`config.mk`:
```
export PLATFORM = sky130hd
export DESIGN_NAME = ordered_key_list_engine_core
export DESIGN_NICKNAME = d
export VERILOG_FILES = /design/src/design/okle_pkg.sv /design/src/design/ordered_key_list_engine_core.sv /design/src/design/okle_cell.sv
export VERILOG_INCLUDE_DIRS = /design/src /design/src/design
export SDC_FILE = /design/constraint.sdc
export NUM_CORES = 1
export LEC_CHECK = 0
export BUFFER_PORTS_ARGS = -buffer_cell sky130_fd_sc_hd__buf_2
export CAP_MARGIN = 10
export CELL_PAD_IN_SITES_DETAIL_PLACEMENT = 0
export CELL_PAD_IN_SITES_GLOBAL_PLACEMENT = 1
export CORE_MARGIN = 1.5
export CORE_UTILIZATION = 54
export DETAILED_ROUTE_END_ITERATION = 10
export HOLD_SLACK_MARGIN = 0.02
export PLACE_DENSITY_LB_ADDON = 0.1
export SLEW_MARGIN = 20
export SYNTH_ARGS = -nofsm -noshare
export SYNTH_HDL_FRONTEND = slang
export SYNTH_SLANG_ARGS = --single-unit
```
`constraint.sdc`:
```
create_clock -name clk_i -period 5.7 [get_ports clk_i]
set_input_delay 0.855 -clock clk_i [delete_from_list [all_inputs] [get_ports clk_i]]
set_output_delay 0.855 -clock clk_i [all_outputs]
set_load 0.01 [all_outputs]
```
`src/design/ordered_key_list_engine_core_assert.svh`:
```
// Assertion macros shared by the list engine.
`ifndef ORDERED_KEY_LIST_ENGINE_CORE_ASSERT_SVH
`define ORDERED_KEY_LIST_ENGINE_CORE_ASSERT_SVH

// Same-cycle implication, sampled on clk_i, off during reset.
`define OKLE_ASSERT_IMP(label, ante, cons, msg) \
  label: assert property (@(posedge clk_i) disable iff (!rst_ni) (ante) |-> (cons)) \
    else $error(msg);

// Next-cycle implication, sampled on clk_i, off during reset.
`define OKLE_ASSERT_NXT(label, ante, cons, msg) \
  label: assert property (@(posedge clk_i) disable iff (!rst_ni) (ante) |=> (cons)) \
    else $error(msg);

`endif

```
`src/design/okle_pkg.sv`:
```
`timescale 1ns / 1ps
`default_nettype none
package okle_pkg;

  typedef enum logic [1:0] {
    OP_INSERT    = 2'd0,
    OP_DEL_FRONT = 2'd1,
    OP_CONTAINS  = 2'd2,
    OP_DEL_KEY   = 2'd3
  } op_e;

  typedef enum logic [1:0] {
    ST_OK    = 2'd0,
    ST_FULL  = 2'd1,
    ST_EMPTY = 2'd2
  } status_e;

  typedef enum logic [1:0] {
    FSM_IDLE  = 2'd0,
    FSM_CMP   = 2'd1,
    FSM_APPLY = 2'd2
  } fsm_e;

  typedef struct packed {
    op_e               op;
    logic signed [31:0] key;
  } req_t;

  typedef struct packed {
    logic       found;
    status_e    status;
    logic [4:0] entry_count;
  } resp_t;

  // Per-cycle command broadcast to every cell.
  typedef struct packed {
    logic cmp_en;      // register the compare result
    logic load_front;  // take the word from the front neighbor
    logic pull_all;    // take the word from the back neighbor
    logic pull_match;  // take the back word at and behind the first hit
  } cell_cmd_t;

endpackage
`default_nettype wire

```
`src/design/ordered_key_list_engine_core.sv`:
```
`timescale 1ns / 1ps
`default_nettype none
// Ordered key list engine: a list of up to DEPTH signed 32-bit keys, newest first.
// Command channel: req_i (op, key) is taken at a clock edge where start is high
// and busy is low. Ops: insert at front, delete front, contains, delete first match.
// Result channel: resp_o (found, status, entry_count) is valid for exactly one
// cycle while done_o is high; the receiver cannot stall it and must take it then.
// After acceptance the command passes the compare state and then the apply state,
// and done_o rises as the engine leaves the apply state. busy stays high through
// both states, so no new command is taken until the apply state is done.
// The steps follow the cell chain: every cell compares its key in parallel, then
// the first-hit flag ripples down the chain and the cells shift by one place where
// the op needs it, and the result word is shown while the engine is idle again.
// Reset clears the count and the control; cell contents are unknown and are
// only read below the count. No clearing pass is needed after reset.
module ordered_key_list_engine_core #(
  parameter int DEPTH = 16
) (
  input  wire logic           clk_i,
  input  wire logic           rst_ni,
  input  wire logic           start,
  output logic                busy,
  input  wire okle_pkg::req_t req_i,
  output logic                done_o,
  output okle_pkg::resp_t     resp_o
);
  import okle_pkg::*;

  localparam int CW = $clog2(DEPTH + 1);

  fsm_e              state_q, state_d;
  req_t              req_q;
  logic [CW-1:0]     count_q, count_d;
  logic              done_q, done_d;
  resp_t             resp_q, resp_d;
  cell_cmd_t         cmd;

  logic signed [31:0] key_w [DEPTH];
  logic [DEPTH:0]     hit_w;
  logic [CW+4:0]      count_ext;

  logic accept;
  logic is_full, is_empty;

  assign accept   = start && !busy;
  assign is_full  = (count_q == CW'(DEPTH));
  assign is_empty = (count_q == '0);
  assign hit_w[0] = 1'b0;

  for (genvar i = 0; i < DEPTH; i++) begin : g_cell
    logic signed [31:0] prev_key, next_key;
    logic               occupied;

    assign occupied = (count_q > CW'(i));
    if (i == 0) begin : g_head
      assign prev_key = req_q.key;
    end else begin : g_mid
      assign prev_key = key_w[i-1];
    end
    if (i == DEPTH - 1) begin : g_tail
      assign next_key = key_w[i];
    end else begin : g_body
      assign next_key = key_w[i+1];
    end

    okle_cell u_cell (
      .clk_i        (clk_i),
      .rst_ni       (rst_ni),
      .cmd_i        (cmd),
      .occupied_i   (occupied),
      .search_key_i (req_q.key),
      .prev_key_i   (prev_key),
      .next_key_i   (next_key),
      .hit_i        (hit_w[i]),
      .key_o        (key_w[i]),
      .hit_o        (hit_w[i+1])
    );
  end

  always_comb begin
    state_d   = state_q;
    count_d   = count_q;
    cmd       = '0;
    done_d    = 1'b0;
    resp_d    = resp_q;
    count_ext = '0;
    case (state_q)
      FSM_IDLE: begin
        if (accept) begin
          state_d = FSM_CMP;
        end
      end
      FSM_CMP: begin
        cmd.cmp_en = 1'b1;
        state_d    = FSM_APPLY;
      end
      FSM_APPLY: begin
        resp_d.found  = 1'b0;
        resp_d.status = ST_OK;
        case (req_q.op)
          OP_INSERT: begin
            if (is_full) begin
              resp_d.status = ST_FULL;
            end else begin
              cmd.load_front = 1'b1;
              count_d        = count_q + CW'(1);
            end
          end
          OP_DEL_FRONT: begin
            if (is_empty) begin
              resp_d.status = ST_EMPTY;
            end else begin
              cmd.pull_all = 1'b1;
              count_d      = count_q - CW'(1);
            end
          end
          OP_CONTAINS: begin
            resp_d.found = hit_w[DEPTH];
          end
          OP_DEL_KEY: begin
            if (is_empty) begin
              resp_d.status = ST_EMPTY;
            end else if (hit_w[DEPTH]) begin
              cmd.pull_match = 1'b1;
              count_d        = count_q - CW'(1);
              resp_d.found   = 1'b1;
            end
          end
          default: begin
            resp_d.status = ST_OK;
          end
        endcase
        count_ext          = {5'b0, count_d};
        resp_d.entry_count = count_ext[4:0];
        done_d             = 1'b1;
        state_d            = FSM_IDLE;
      end
      default: begin
        state_d = FSM_IDLE;
      end
    endcase
  end

  always_ff @(posedge clk_i or negedge rst_ni) begin
    if (!rst_ni) begin
      state_q <= FSM_IDLE;
      count_q <= '0;
      done_q  <= 1'b0;
    end else begin
      state_q <= state_d;
      count_q <= count_d;
      done_q  <= done_d;
    end
  end

  // Hold the command while it works through the chain.
  always_ff @(posedge clk_i) begin
    if (accept) begin
      req_q <= req_i;
    end
    resp_q <= resp_d;
  end

  assign busy   = (state_q != FSM_IDLE);
  assign done_o = done_q;
  assign resp_o = resp_q;

`include "ordered_key_list_engine_core_assert.svh"

  `OKLE_ASSERT_IMP(a_count_bound, 1'b1, count_q <= CW'(DEPTH), "count above depth")
  `OKLE_ASSERT_IMP(a_done_after_apply, done_q, $past(state_q) == FSM_APPLY, "stray result")
  `OKLE_ASSERT_IMP(a_full_means_full, done_q && resp_q.status == ST_FULL, is_full, "full with room")
  `OKLE_ASSERT_NXT(a_accept_busy, accept, busy && !done_q, "command not held busy")

endmodule
`default_nettype wire

```
`src/design/okle_cell.sv`:
```
`timescale 1ns / 1ps
`default_nettype none
module okle_cell (
  input  wire logic                clk_i,
  input  wire logic                rst_ni,
  input  wire okle_pkg::cell_cmd_t cmd_i,
  input  wire logic                occupied_i,
  input  wire logic signed [31:0]  search_key_i,
  input  wire logic signed [31:0]  prev_key_i,
  input  wire logic signed [31:0]  next_key_i,
  input  wire logic                hit_i,
  output logic signed [31:0]       key_o,
  output logic                     hit_o
);
  import okle_pkg::*;

  logic signed [31:0] key_q, key_d;
  logic               match_q, match_d;

  always_comb begin
    match_d = match_q;
    if (cmd_i.cmp_en) begin
      match_d = occupied_i && (key_q == search_key_i);
    end
    key_d = key_q;
    if (cmd_i.load_front) begin
      key_d = prev_key_i;
    end else if (cmd_i.pull_all || (cmd_i.pull_match && (hit_i || match_q))) begin
      key_d = next_key_i;
    end
  end

  always_ff @(posedge clk_i) begin
    key_q <= key_d;
  end

  always_ff @(posedge clk_i or negedge rst_ni) begin
    if (!rst_ni) begin
      match_q <= 1'b0;
    end else begin
      match_q <= match_d;
    end
  end

  assign key_o = key_q;
  // Pass the first-hit flag to the back neighbor.
  assign hit_o = hit_i || match_q;

endmodule
`default_nettype wire

```
# Word level (Yosys, flattened, before mapping)
# Cells that the tools add are included.
# op_classes
reduce_logical	83
n_mux	51
magnitude_cmp	16
addsub	2
n_eq_ne	23
# ops
op	count
32-bit 2-to-1 mux	30
32-bit == test	16
5-bit by 4-bit > comparator with 1-bit output, second input constant	8
1-bit logical AND	32
2-bit nonzero test	16
1-bit logical OR	30
5-bit by 3-bit > comparator with 1-bit output, second input constant	4
5-bit 2-to-1 mux	4
5-bit case mux with 3 select lines	1
5-bit by 1-bit > comparator with 1-bit output, second input constant	2
5-bit by 2-bit > comparator with 1-bit output, second input constant	2
1-bit 2-to-1 mux	10
2-bit case mux with 2 select lines	2
2-bit == test, second input constant	3
5-bit by 1-bit adder with 5-bit output, second input constant	1
5-bit == test, second input constant	1
5-bit zero test	1
5-bit by 1-bit subtractor with 5-bit output, second input constant	1
2-bit by 1-bit == test with 1-bit output, second input constant	2
2-bit zero test	2
2-bit 2-to-1 mux	2
3-bit 2-to-1 mux	1
2-bit inequality test, second input constant	1
1-bit case mux with 2 select lines	1
2 further kinds	2
# word_totals
register_bits	578
elab_cells	215

# Logic depth before layout (Yosys ltp)
# Gate-level depths: netlist of run 1.
# depth
ltp_word	23
mapped_depth	10
ltp_nobuf	7

# Hierarchy
# A second synthesis of run 1 with hierarchy kept.
# hier_totals
hier_cells	2022
area_unflattened_um2	30040.1
# by_module_without_submodules
module	cells_each	area_per_inst_um2	instances
okle_cell	116	1741.7	16
ordered_key_list_engine_core	166	2173.3	1

# Least setup slack after synthesis of run 1
# No wires, ideal clock.
# synth_path
path_kind	register to register
from	register count_q[0]
to	register g_cell[12].u_cell.key_q[0], enable pin
setup_time_ns	0.466
t_required_ns	5.234
arrival_ns	3.739
path_slack_ns	1.495
path_stages_with_launch	7
path_cell_list	dfrtp_1 -> clkbuf_1 -> inv_1 -> ha_1 -> or4b_1 -> nand4_1 -> o21ai_0
# synth_between
elab_chain_cells	7
# synth_lines
element	line_no	text
from (decl)	ordered_key_list_engine_core.sv:33	logic [CW-1:0] count_q, count_d;
from (signal assigned)	ordered_key_list_engine_core.sv:151	count_q <= count_d;
5-bit zero test	ordered_key_list_engine_core.sv:47	assign is_empty = (count_q == '0);
1-bit 2-to-1 mux	ordered_key_list_engine_core.sv:121	if (is_empty) begin
1-bit 2-to-1 mux	ordered_key_list_engine_core.sv:100	case (req_q.op)
3-bit 2-to-1 mux *	ordered_key_list_engine_core.sv:87	case (state_q)
1-bit logical AND	okle_cell.sv:28	end else if (cmd_i.pull_all || (cmd_i.pull_match && (hit_i || match_q))) begin
1-bit logical OR	okle_cell.sv:28	
2-bit nonzero test (no line) *	-	
to (signal assigned)	okle_cell.sv:34	key_q <= key_d;
to (decl)	okle_cell.sv:17	logic signed [31:0] key_q, key_d;
# Mark *: on every way between the ends. The rest lies on a longest branch, timed or not.
# A chain may end at the register's enable or synchronous reset.

# Final worst setup path of run 1
# layout_path
from	register count_q[0]
to	register g_cell[3].u_cell.key_q[10], enable pin
# layout_between
elab_chain_cells	7
# layout_lines
element	line_no
5-bit zero test	ordered_key_list_engine_core.sv:47
1-bit 2-to-1 mux	ordered_key_list_engine_core.sv:121
1-bit 2-to-1 mux	ordered_key_list_engine_core.sv:100
3-bit 2-to-1 mux *	ordered_key_list_engine_core.sv:87
1-bit logical AND	okle_cell.sv:28
1-bit logical OR	okle_cell.sv:28
2-bit nonzero test (no line) *	-
to (signal assigned)	okle_cell.sv:34
to (decl)	okle_cell.sv:17
# Marked as above.

==> results of run 1 <==
-- flip-flops by register name, summed over array words and instances (netlist names) --
| name | count |
|---|---|
| state_q | 2 |
| resp_o | 8 |
| count_q | 5 |
| done_o | 1 |
| g_cell.u_cell.match_q | 16 |
| req_q | 2 |
| g_cell.u_cell.key_o | 512 |
| g_cell.prev_key | 32 |
-- layout make-up --
type / instances / area [um2]
sequential: 578 / 17200
clock buffer: 76 / 1590
antenna: 1 / 2.50
inverter: 11 / 41.3
tap: 748 / 936
fill: 4345 / 22000
multi-input combinational: 1334 / 12100
timing repair buffer: 100 / 798
clock inverter: 34 / 240
-- routing by layer --
metal	vias to the layer above	GRT usage [%]
met1	9156	44.5
met5	-	2.51
li1	7735	-
met2	648	43.7
met4	4	5.62
met3	83	10.2
-- worst max path at each step --
stage                      startpoint                                    to  slack (ns)  cells past startpoint
2_1_floorplan  count_q[0]$_DFFE_PN0P_  g_cell[12].u_cell.key_o[0]$_DFFE_PP_        1.50                      6
3_3_place_gp   count_q[0]$_DFFE_PN0P_  g_cell[2].u_cell.key_o[25]$_DFFE_PP_        2.14                      6
3_5_place_dp   count_q[0]$_DFFE_PN0P_  g_cell[3].u_cell.key_o[25]$_DFFE_PP_        2.15                      6
4_1_cts        count_q[0]$_DFFE_PN0P_  g_cell[3].u_cell.key_o[18]$_DFFE_PP_        2.15                      6
5_1_grt        count_q[0]$_DFFE_PN0P_   g_cell[3].u_cell.key_o[8]$_DFFE_PP_        1.95                      6
6_report       count_q[0]$_DFFE_PN0P_  g_cell[3].u_cell.key_o[10]$_DFFE_PP_        2.15                      6
-- cell families (layout without fill, tap and decap cells) --
logic type | count (synthesis) | in the layout | synth area share (%)
adders and majority gates | 5 | 5 | 0.209
other | 0 | 1 | 0
DFF | 578 | 578 | 57.5
AOI/OAI and AO/OA | 83 | 83 | 1.85
muxes | 480 | 480 | 18.0
and+or+nand+nor | 251 | 251 | 4.93
buffers and inverters | 145 | 221 | 2.47
xor gates and xnor gates | 515 | 515 | 15.0
-- cells in the mapped netlist, types with 19 or more instances --
library cell / n
buf_2: 75
edfxtp_1: 554
mux2_1: 100
nand4_1: 72
nor4_1: 83
xnor2_1: 222
mux2_2: 380
o21ai_0: 20
nor2_1: 19
dfrtp_1: 24
nor3_1: 20
xor2_1: 293
clkbuf_1: 44
-- metrics by stage --
stage | setup slack, ns | hold slack, ns | util [%] | power (mW) | cell area [um2]
2_1_floorplan | 1.50 | 0.450 | - | 5.82 | 30000
3_3_place_gp | 2.14 | 0.478 | 56.4 | 6.25 | 31000
3_5_place_dp | 2.15 | 0.480 | 56.6 | 6.29 | 31100
4_1_cts | 2.15 | 0.302 | 60.0 | 10.0 | 33000
5_1_grt | 1.95 | 0.343 | 60.0 | 10.3 | 33000
6_report | 2.15 | 0.309 | 60.0 | 9.99 | 33000
-- report_power, final --
| group | switching [mW] | leakage [nW] | total [mW] | internal, mW |
|---|---|---|---|---|
| Clock | 1.70 | 0.897 | 3.76 | 2.06 |
| Sequential | 0.130 | 4.14 | 4.94 | 4.81 |
| Combinational | 0.860 | 3.38 | 1.29 | 0.433 |
| Total | 2.69 | 8.41 | 9.99 | 7.31 |
==> results.tsv, run 1 <==
metric	value	unit
status	completed	
Area growth syn-to-layout	9.98	%
number of flops mapped to enable cells by yosys	554	
synthesized area per cell	14.6	um2
Core Box Area	55000	um2
number of global-route vias before repair	17500	
clk_lat worst skew	0.64	ns
Port-buffer cells	46	
CP max FO	32	
synth top area cells	edfxtp_1 (55%), mux2_2 (14%), xor2_1 (8.6%), xnor2_1 (6.5%), mux2_1 (3.8%)	
reg2reg start	count_q[0]$_DFFE_PN0P_	
RSZ-0062 raised after global routing	false	
Netlist cell types	60	
peak supply drop	0.000249	V
Tcrit/Tclk final	62.4	%
initial DRC count	2062	
PwrDens	303	nW/um2
Nets	2128	
Critical R2R Capture	g_cell[3].u_cell.key_o[10]$_DFFE_PP_	
CP Cell Sequence	inv_1 -> ha_1 -> or4b_1 -> nand4_1 -> nand2b_4 -> o21ai_4	
final slew viol count	0	
critical path class	flip-flop to flip-flop	
die height	239	um
CTS tree	built	
drt wl/cell	29.8	um
Die ar.	57000	um2
share of cells above drive strength 1	27.6	%
Rel. slew slack	26.7	%
Net Count, Synth	2099	
final hold vios	0	
clock buffer depth	3	
setup TNS	0	ns
DP HPWL	63.0	mm
post-CTS sizing	0	
Clock Sinks	578	
met2 WL	37.5	mm
top_reg_cell synth	edfxtp_1	
cell count of the worst reg-to-reg path	6	
Buffers & Inverters on Critical Path	1	
largest net degree at the start of global routing	94	
post-synth top area share	55.5	%
gp weighted congestion	0.917	
metal3 WL	8.67	mm
Setup crit end kind	flip-flop	
via count	17600	
dpl cells	2771	
FMAX	281	MHz
Highest Signal Layer	met5	
min Tclk post-route	3.55	ns
maxcap violations	0	
Worst Clk Skew	0.0144	ns
delay-heaviest family, CP	simple AND/OR/NAND/NOR gates	
Final ANT Viol Nets	0	
Critical Path RT	5.96	ns
clock slew at reported path FFs	0.06	ns
Rows	86	
cell at the slowest stage of the critical path	o21ai_4	
postcts setup bufs	0	
CP Launch Type	flip-flop	
Seq/Total Area, Yosys	57.5	%
first-pass GRT wire length	124	mm
leading cell type in the layout, fill and taps excluded	edfxtp_1	
asr flop ratio synth	4.15	%
worst slew pin tran	1.10	ns
initial antenna violation count	1	
Hold Path Class	primary input to async pin	
Die W	239	um
CTS Hold Buffers Added	0	
WP data arrival	3.82	ns
Post-route DRC	0	
register bit total from synthesis	578	
Gate Count Post-Synth	2057	
Leak	8.41	nW
setup slack, reg-to-reg	2.15	ns
Cell Area, Synth	30000	um2
root buf cell	clkbuf_16	
setup violators final	0	
yosys warns	0	
drt pass-1 iters	5	
area leader, netlist	edfxtp_1	
Met1 Wirelength	38.2	mm
commonest cells after routing, fill and taps aside	edfxtp_1 (554), mux2_2 (380), xor2_1 (293), xnor2_1 (222), mux2_1 (100)	
vias per cell	6.12	
Total Wirelength	85.8	mm
IO Pins	47	
Initial Util	54.5	%
Worst path max stage delay	0.88	ns
Total GRT Usage	30.3	%
CTS buffer count	61	
Final Non-Filler Cells	2882	
grt ovf	0	
H-Tree Level Count	2	
Power figures use the tool's default switching activity.
==> run 2: changes to the inputs <==
==> constraint.sdc (replaced) <==
create_clock -name clk_i -period 3.7 [get_ports clk_i]
set_input_delay 0.555 -clock clk_i [delete_from_list [all_inputs] [get_ports clk_i]]
set_output_delay 0.555 -clock clk_i [all_outputs]
set_load 0.01 [all_outputs]
==> run 2 against run 1 <==
- maximum frequency is 13% higher
- register-to-register slack worse by 1.6 ns
- sequential power is 55% higher
- clock power is 60% higher
- flip-flop and latch count stayed put
- clock-buffer cell count is 5 higher
- worst setup slack worse by 1.6 ns
- cell area is 0.86% higher
- largest cell class unchanged
==> results.tsv, run 2 (same netlist as run 1, synthesis figures left out) <==
metric	value	unit	change
postcts setup bufs	0		unchanged
Worst path max stage delay	0.81	ns	-0.07 ns
Leak	8.57	nW	+1.9%
cell at the slowest stage of the critical path	o21ai_4		
switching share of power	26.5	%	-0.43 points
via count	17800		+0.86%
crit path to	g_cell[1].u_cell.key_o[5]$_DFFE_PP_		
Clock Sinks	578		unchanged
grt ovf	0		unchanged
DP HPWL	65.3	mm	+3.7%
sequential cell fraction of total power	49.0	%	-0.5 points
Nets	2153		+1.2%
Post-route DRC	0		unchanged
post-CTS sizing	0		unchanged
dpl cells	2793		+0.79%
Critical Path RT	4.04	ns	-1.92 ns
clk_lat worst skew	0.64	ns	about the same
root buf cell	clkbuf_16		
Design Power	15.7	mW	+57%
die height	239	um	unchanged
Tcrit/Tclk final	85.0	%	+23 points
initial antenna violation count	1		unchanged
largest net degree at the start of global routing	73		-22%
share of cells above drive strength 1	28.3	%	+0.66 points
Largest register FFs	512		unchanged
CP max FO	25		-22%
CTS tree	built		
clock buffer depth	3		unchanged
setup violators final	0		unchanged
Port-buffer cells	46		unchanged
final slew viol count	0		unchanged
maxcap violations	0		unchanged
min-delay src	req_i[8]		
first-pass GRT wire length	127	mm	+2.1%
number of global-route vias before repair	17900		+1.9%
leading cell type in the layout, fill and taps excluded	edfxtp_1		
commonest cells after routing, fill and taps aside	edfxtp_1 (554), mux2_2 (380), xor2_1 (293), xnor2_1 (222), mux2_1 (100)		
Worst Clk Skew	0.0318	ns	+0.0174 ns
H-Tree Level Count	2		unchanged
drt wl/cell	30.0	um	+0.70%
vias per cell	6.11		about the same
PwrDens	471	nW/um2	+55%
Total Wirelength	87.2	mm	+1.6%
Critical R2R Capture	g_cell[1].u_cell.key_o[5]$_DFFE_PP_		
min Tclk post-route	3.15	ns	-0.409 ns
setup TNS	0	ns	unchanged
Core Box Area	55000	um2	unchanged
Rel. slew slack	20.7	%	-6.0 points
peak supply drop	0.000626	V	+150%
clock network power share	38.4	%	+0.8 points
P_int	11.5	mW	+58%
initial DRC count	2189		+6.2%
worst slew pin tran	1.18	ns	+0.0830 ns
IO Pins	47		unchanged
CTS Hold Buffers Added	1		+1
Die W	239	um	unchanged
FMAX	318	MHz	+13%
Die ar.	57000	um2	unchanged
Rows	86		unchanged
setup slack, reg-to-reg	0.55	ns	-1.59 ns
Hold Path Class	primary input to flip-flop		
final hold vios	0		unchanged
Area growth syn-to-layout	10.9	%	
clock slew at reported path FFs	0.06	ns	about the same
status	completed		
Setup WS pre-CTS	0.508	ns	-1.64 ns
Total GRT Usage	30.9	%	+0.56 points
drt pass-1 iters	5		unchanged
crit path from	count_q[0]$_DFFE_PN0P_		
Final Non-Filler Cells	2909		+0.94%
CTS buffer count	61		unchanged
RSZ-0062 raised after global routing	false		
Net Sw Power	4.15	mW	+54%
Setup crit end kind	flip-flop		
antenna cells	0		-1
Final ANT Viol Nets	0		unchanged
gp weighted congestion	0.888		-3.2%
Gate power share	12.6	%	-0.3 points
CP Launch Type	flip-flop		
critical path class	flip-flop to flip-flop		
Final WS setup	0.554	ns	-1.59 ns
cell count of the worst reg-to-reg path	7		+1
reg2reg start	count_q[0]$_DFFE_PN0P_		
CP Cell Sequence	inv_1 -> ha_1 -> or4b_1 -> nand4_1 -> nand2b_4 -> o21ai_4 -> buf_4		
WP data arrival	3.48	ns	-0.34 ns
Initial Util	54.5	%	unchanged
run 2: cell types whose count changed in the layout (fill, tap and decap cells not counted):
| cell | delta |
|---|---|
| buf_12 | +4 |
| buf_16 | -2 |
| buf_4 | +22 |
| bufinv_16 | +2 |
| clkbuf_1 | +1 |
| clkbuf_16 | +1 |
| clkbuf_8 | +3 |
| clkinv_1 | +4 |
| clkinv_2 | -5 |
| clkinv_8 | -1 |
| clkinvlp_4 | -1 |
| diode_2 | -1 |
| dlygate4sd3_1 | +1 |
| inv_8 | -1 |
run 2: worst min-delay path by stage:
stage / to / slack [ns] / cells after the start
after floorplan: count_q[0]$_DFFE_PN0P_ / 0.26 / 0
after global placement: g_cell[15].u_cell.key_o[1]$_DFFE_PP_ / 0.48 / 0
after detailed placement: g_cell[15].u_cell.key_o[11]$_DFFE_PP_ / 0.48 / 0
after CTS: req_q[33]$_DFFE_PP_ / 0.06 / 1
after global routing: req_q[33]$_DFFE_PP_ / 0.07 / 1
final: g_cell[0].prev_key[8]$_DFFE_PP_ / 0.09 / 1
run 2: per-stage QoR:
stage | hold slack, ns | util [%] | cell area, um2
6_report | 0.0871 | 60.5 | 33300
5_1_grt | 0.0710 | 60.5 | 33300
4_1_cts | 0.0631 | 60.4 | 33200
3_5_place_dp | 0.485 | 56.9 | 31300
3_3_place_gp | 0.483 | 56.8 | 31300
2_1_floorplan | 0.259 | - | 30000
run 2: routing by layer:
metal	up-vias	share of wire, %	global-route usage [%]	wire length (um)
met4	0	1.4	5.41	1220
met1	9160	46	48.3	39900
met2	757	44	45.2	38400
li1	7770	-	-	-
met5	-	0	0	0
met3	91	8.9	5.64	7750
run 2: power groups by stage:
stage,combinational (mW),sequential (mW),clock (mW)
floorplan,1.31,7.65,0
global placement,1.89,7.81,0
detailed placement,1.90,7.82,0
CTS,1.92,7.68,6.08
global route,2.07,7.70,6.31
finish,1.97,7.68,6.02
run 2: cell type report:
cell class | instances | area, um2
clock buffers | 81 | 1660
repair buffers | 125 | 998
inverters | 11 | 41.3
multi-input cells | 1334 | 12100
flip-flops and latches | 578 | 17200
fillers | 4316 | 21700
clock inverters | 32 | 255
well taps | 748 | 936
run 2: worst max-delay path: cells and delay by family (launching register included):
| family | cells | cell delay, ns |
|---|---|---|
| compound gates | 1 | 0.81 |
| buf+inv | 2 | 0.50 |
| simple gates | 3 | 0.67 |
| flops | 1 | 0.52 |
| fa+ha+maj | 1 | 0.34 |
==> run 3: changes to the inputs <==
--- a/config.mk
+++ b/config.mk
@@ -10,8 +10,7 @@
 export CAP_MARGIN = 10
 export CELL_PAD_IN_SITES_DETAIL_PLACEMENT = 0
 export CELL_PAD_IN_SITES_GLOBAL_PLACEMENT = 1
-export CORE_MARGIN = 1.5
-export CORE_UTILIZATION = 54
+export CORE_UTILIZATION = 30
 export DETAILED_ROUTE_END_ITERATION = 10
 export HOLD_SLACK_MARGIN = 0.02
 export PLACE_DENSITY_LB_ADDON = 0.1
==> run 3 against run 2 <==
- core utilization shrank 26 points
- cell area grew 3.6%
- combinational power grew 6%
- global-route usage shrank 10 points
- maximum frequency grew 3.3%
- clock skew shrank 0.0073 ns
==> results.tsv, run 3 (same netlist as run 1, synthesis figures left out) <==
metric	value	unit	change
H-Tree Level Count	3		+1
Rel. slew slack	24.8	%	+4.1 points
clock slew at reported path FFs	0.06	ns	about the same
commonest cells after routing, fill and taps aside	edfxtp_1 (554), mux2_2 (380), xor2_1 (293), xnor2_1 (222), mux2_1 (100)		
grt ovf	0		unchanged
dpl cells	3357		+20%
antenna cells	0		unchanged
Total Wirelength	105	mm	+21%
maxcap violations	0		unchanged
share of cells above drive strength 1	29.5	%	+1.2 points
Leak	8.85	nW	+3.2%
die height	318	um	+33%
Total GRT Usage	20.6	%	-10 points
leading cell type in the layout, fill and taps excluded	edfxtp_1		
Largest register FFs	512		unchanged
Setup crit end kind	flip-flop		
WP data arrival	3.30	ns	-0.18 ns
PwrDens	484	nW/um2	+2.8%
Port-buffer cells	46		unchanged
Clock Sinks	578		unchanged
Critical Path RT	3.96	ns	-0.08 ns
Final Non-Filler Cells	3486		+20%
peak supply drop	0.000251	V	-60%
IO Pins	47		unchanged
drt wl/cell	30.2	um	+0.67%
root buf cell	clkbuf_16		
Worst Clk Skew	0.0245	ns	-0.00730 ns
vias per cell	5.06		-17%
min Tclk post-route	3.04	ns	-0.101 ns
final slew viol count	0		unchanged
largest net degree at the start of global routing	93		+27%
setup violators final	0		unchanged
drt pass-1 iters	6		+1
Critical R2R Capture	g_cell[1].u_cell.key_o[25]$_DFFE_PP_		
Nets	2186		+1.5%
CTS buffer count	72		+18%
Initial Util	30.4	%	-24 points
gp weighted congestion	0.816		-8.1%
Final ANT Viol Nets	0		unchanged
placed cell area	32200	um2	+3.0%
Die W	318	um	+33%
final hold vios	0		unchanged
post-CTS sizing	0		unchanged
status	completed		
Die ar.	101000	um2	+78%
FMAX	328	MHz	+3.3%
CP Launch Type	flip-flop		
reg2reg start	count_q[0]$_DFFE_PN0P_		
CTS tree	built		
Design Area, Final	34500	um2	+3.6%
cell count of the worst reg-to-reg path	9		+2
via count	17600		-0.87%
worst slew pin tran	1.12	ns	-0.0627 ns
clk_lat worst skew	0.63	ns	about the same
clock buffer depth	3		unchanged
Hold Path Class	primary input to async pin		
initial antenna violation count	5		+4
Core Box Area	98700	um2	+80%
setup TNS	0	ns	unchanged
critical path class	flip-flop to flip-flop		
CTS Hold Buffers Added	0		-1
RSZ-0062 raised after global routing	false		
setup slack, reg-to-reg	0.66	ns	+0.10 ns
first-pass GRT wire length	147	mm	+16%
Rows	115		+34%
DP HPWL	81.1	mm	+24%
initial DRC count	1460		-33%
CP max FO	32		+28%
fillers	9487		+120%
number of global-route vias before repair	18300		+2.3%
Tcrit/Tclk final	82.3	%	-2.7 points
postcts setup bufs	0		unchanged
Area growth syn-to-layout	14.9	%	
Post-route DRC	0		unchanged
run 3: power by group:
part | internal [mW] | switching, mW | total (mW)
clock network | 4.03 | 2.86 | 6.88
logic | 0.719 | 1.37 | 2.09
registers | 7.42 | 0.299 | 7.72
total | 12.2 | 4.53 | 16.7
run 3: area by class of cell:
class / instances / area, um2 / share of cell area, %
inverter: 11 / 41.3 / 0.120
sequential: 578 / 17200 / 50.0
tap: 1287 / 1610 / 4.67
timing repair buffer: 147 / 1170 / 3.40
clock inverter: 42 / 355 / 1.03
multi-input combinational: 1334 / 12200 / 35.3
clock buffer: 87 / 1880 / 5.45
run 3: per-layer routing:
metal	part of all wire, %	GRT usage [%]	vias to the layer above	routed length (um)
met2	45	31.2	452	47300
met1	47	29.2	9218	49100
li1	-	-	7846	-
met5	0.012	0	-	13
met4	2.4	5.85	2	2480
met3	6.0	4.73	105	6330
run 3: worst max-delay path by stage:
stage | slack, ns | depth (start not counted) | start | endpoint
2_1_floorplan | -0.50 | 6 | count_q[0]$_DFFE_PN0P_ | g_cell[8].u_cell.key_o[0]$_DFFE_PP_
3_3_place_gp | 0.71 | 9 | count_q[0]$_DFFE_PN0P_ | g_cell[0].u_cell.key_o[25]$_DFFE_PP_
3_5_place_dp | 0.67 | 9 | count_q[0]$_DFFE_PN0P_ | g_cell[1].u_cell.key_o[25]$_DFFE_PP_
4_1_cts | 0.66 | 9 | count_q[0]$_DFFE_PN0P_ | g_cell[1].u_cell.key_o[24]$_DFFE_PP_
5_1_grt | 0.49 | 9 | count_q[0]$_DFFE_PN0P_ | g_cell[1].u_cell.key_o[24]$_DFFE_PP_
6_report | 0.66 | 9 | count_q[0]$_DFFE_PN0P_ | g_cell[1].u_cell.key_o[25]$_DFFE_PP_
run 3: per-stage QoR:
| step | utilization, % | hold slack (ns) | power (mW) | setup WS (ns) |
|---|---|---|---|---|
| after floorplan | - | 0.259 | 8.96 | -0.505 |
| after global placement | 32.6 | 0.481 | 9.93 | 0.715 |
| after detailed placement | 32.7 | 0.486 | 9.93 | 0.670 |
| after CTS | 34.9 | 0.0617 | 16.9 | 0.662 |
| after global routing | 34.9 | 0.0830 | 17.3 | 0.493 |
| final | 34.9 | 0.0664 | 16.7 | 0.655 |
run 3: worst max-delay path, cell delays in order, from the launching register on:
cell,delay (ns)
dfrtp_1,0.53
inv_1,0.17
ha_1,0.32
nor3b_1,0.20
nand2_1,0.12
nand2_1,0.07
or2_2,0.46
buf_12,0.23
o21ai_4,0.05
buf_4,0.47
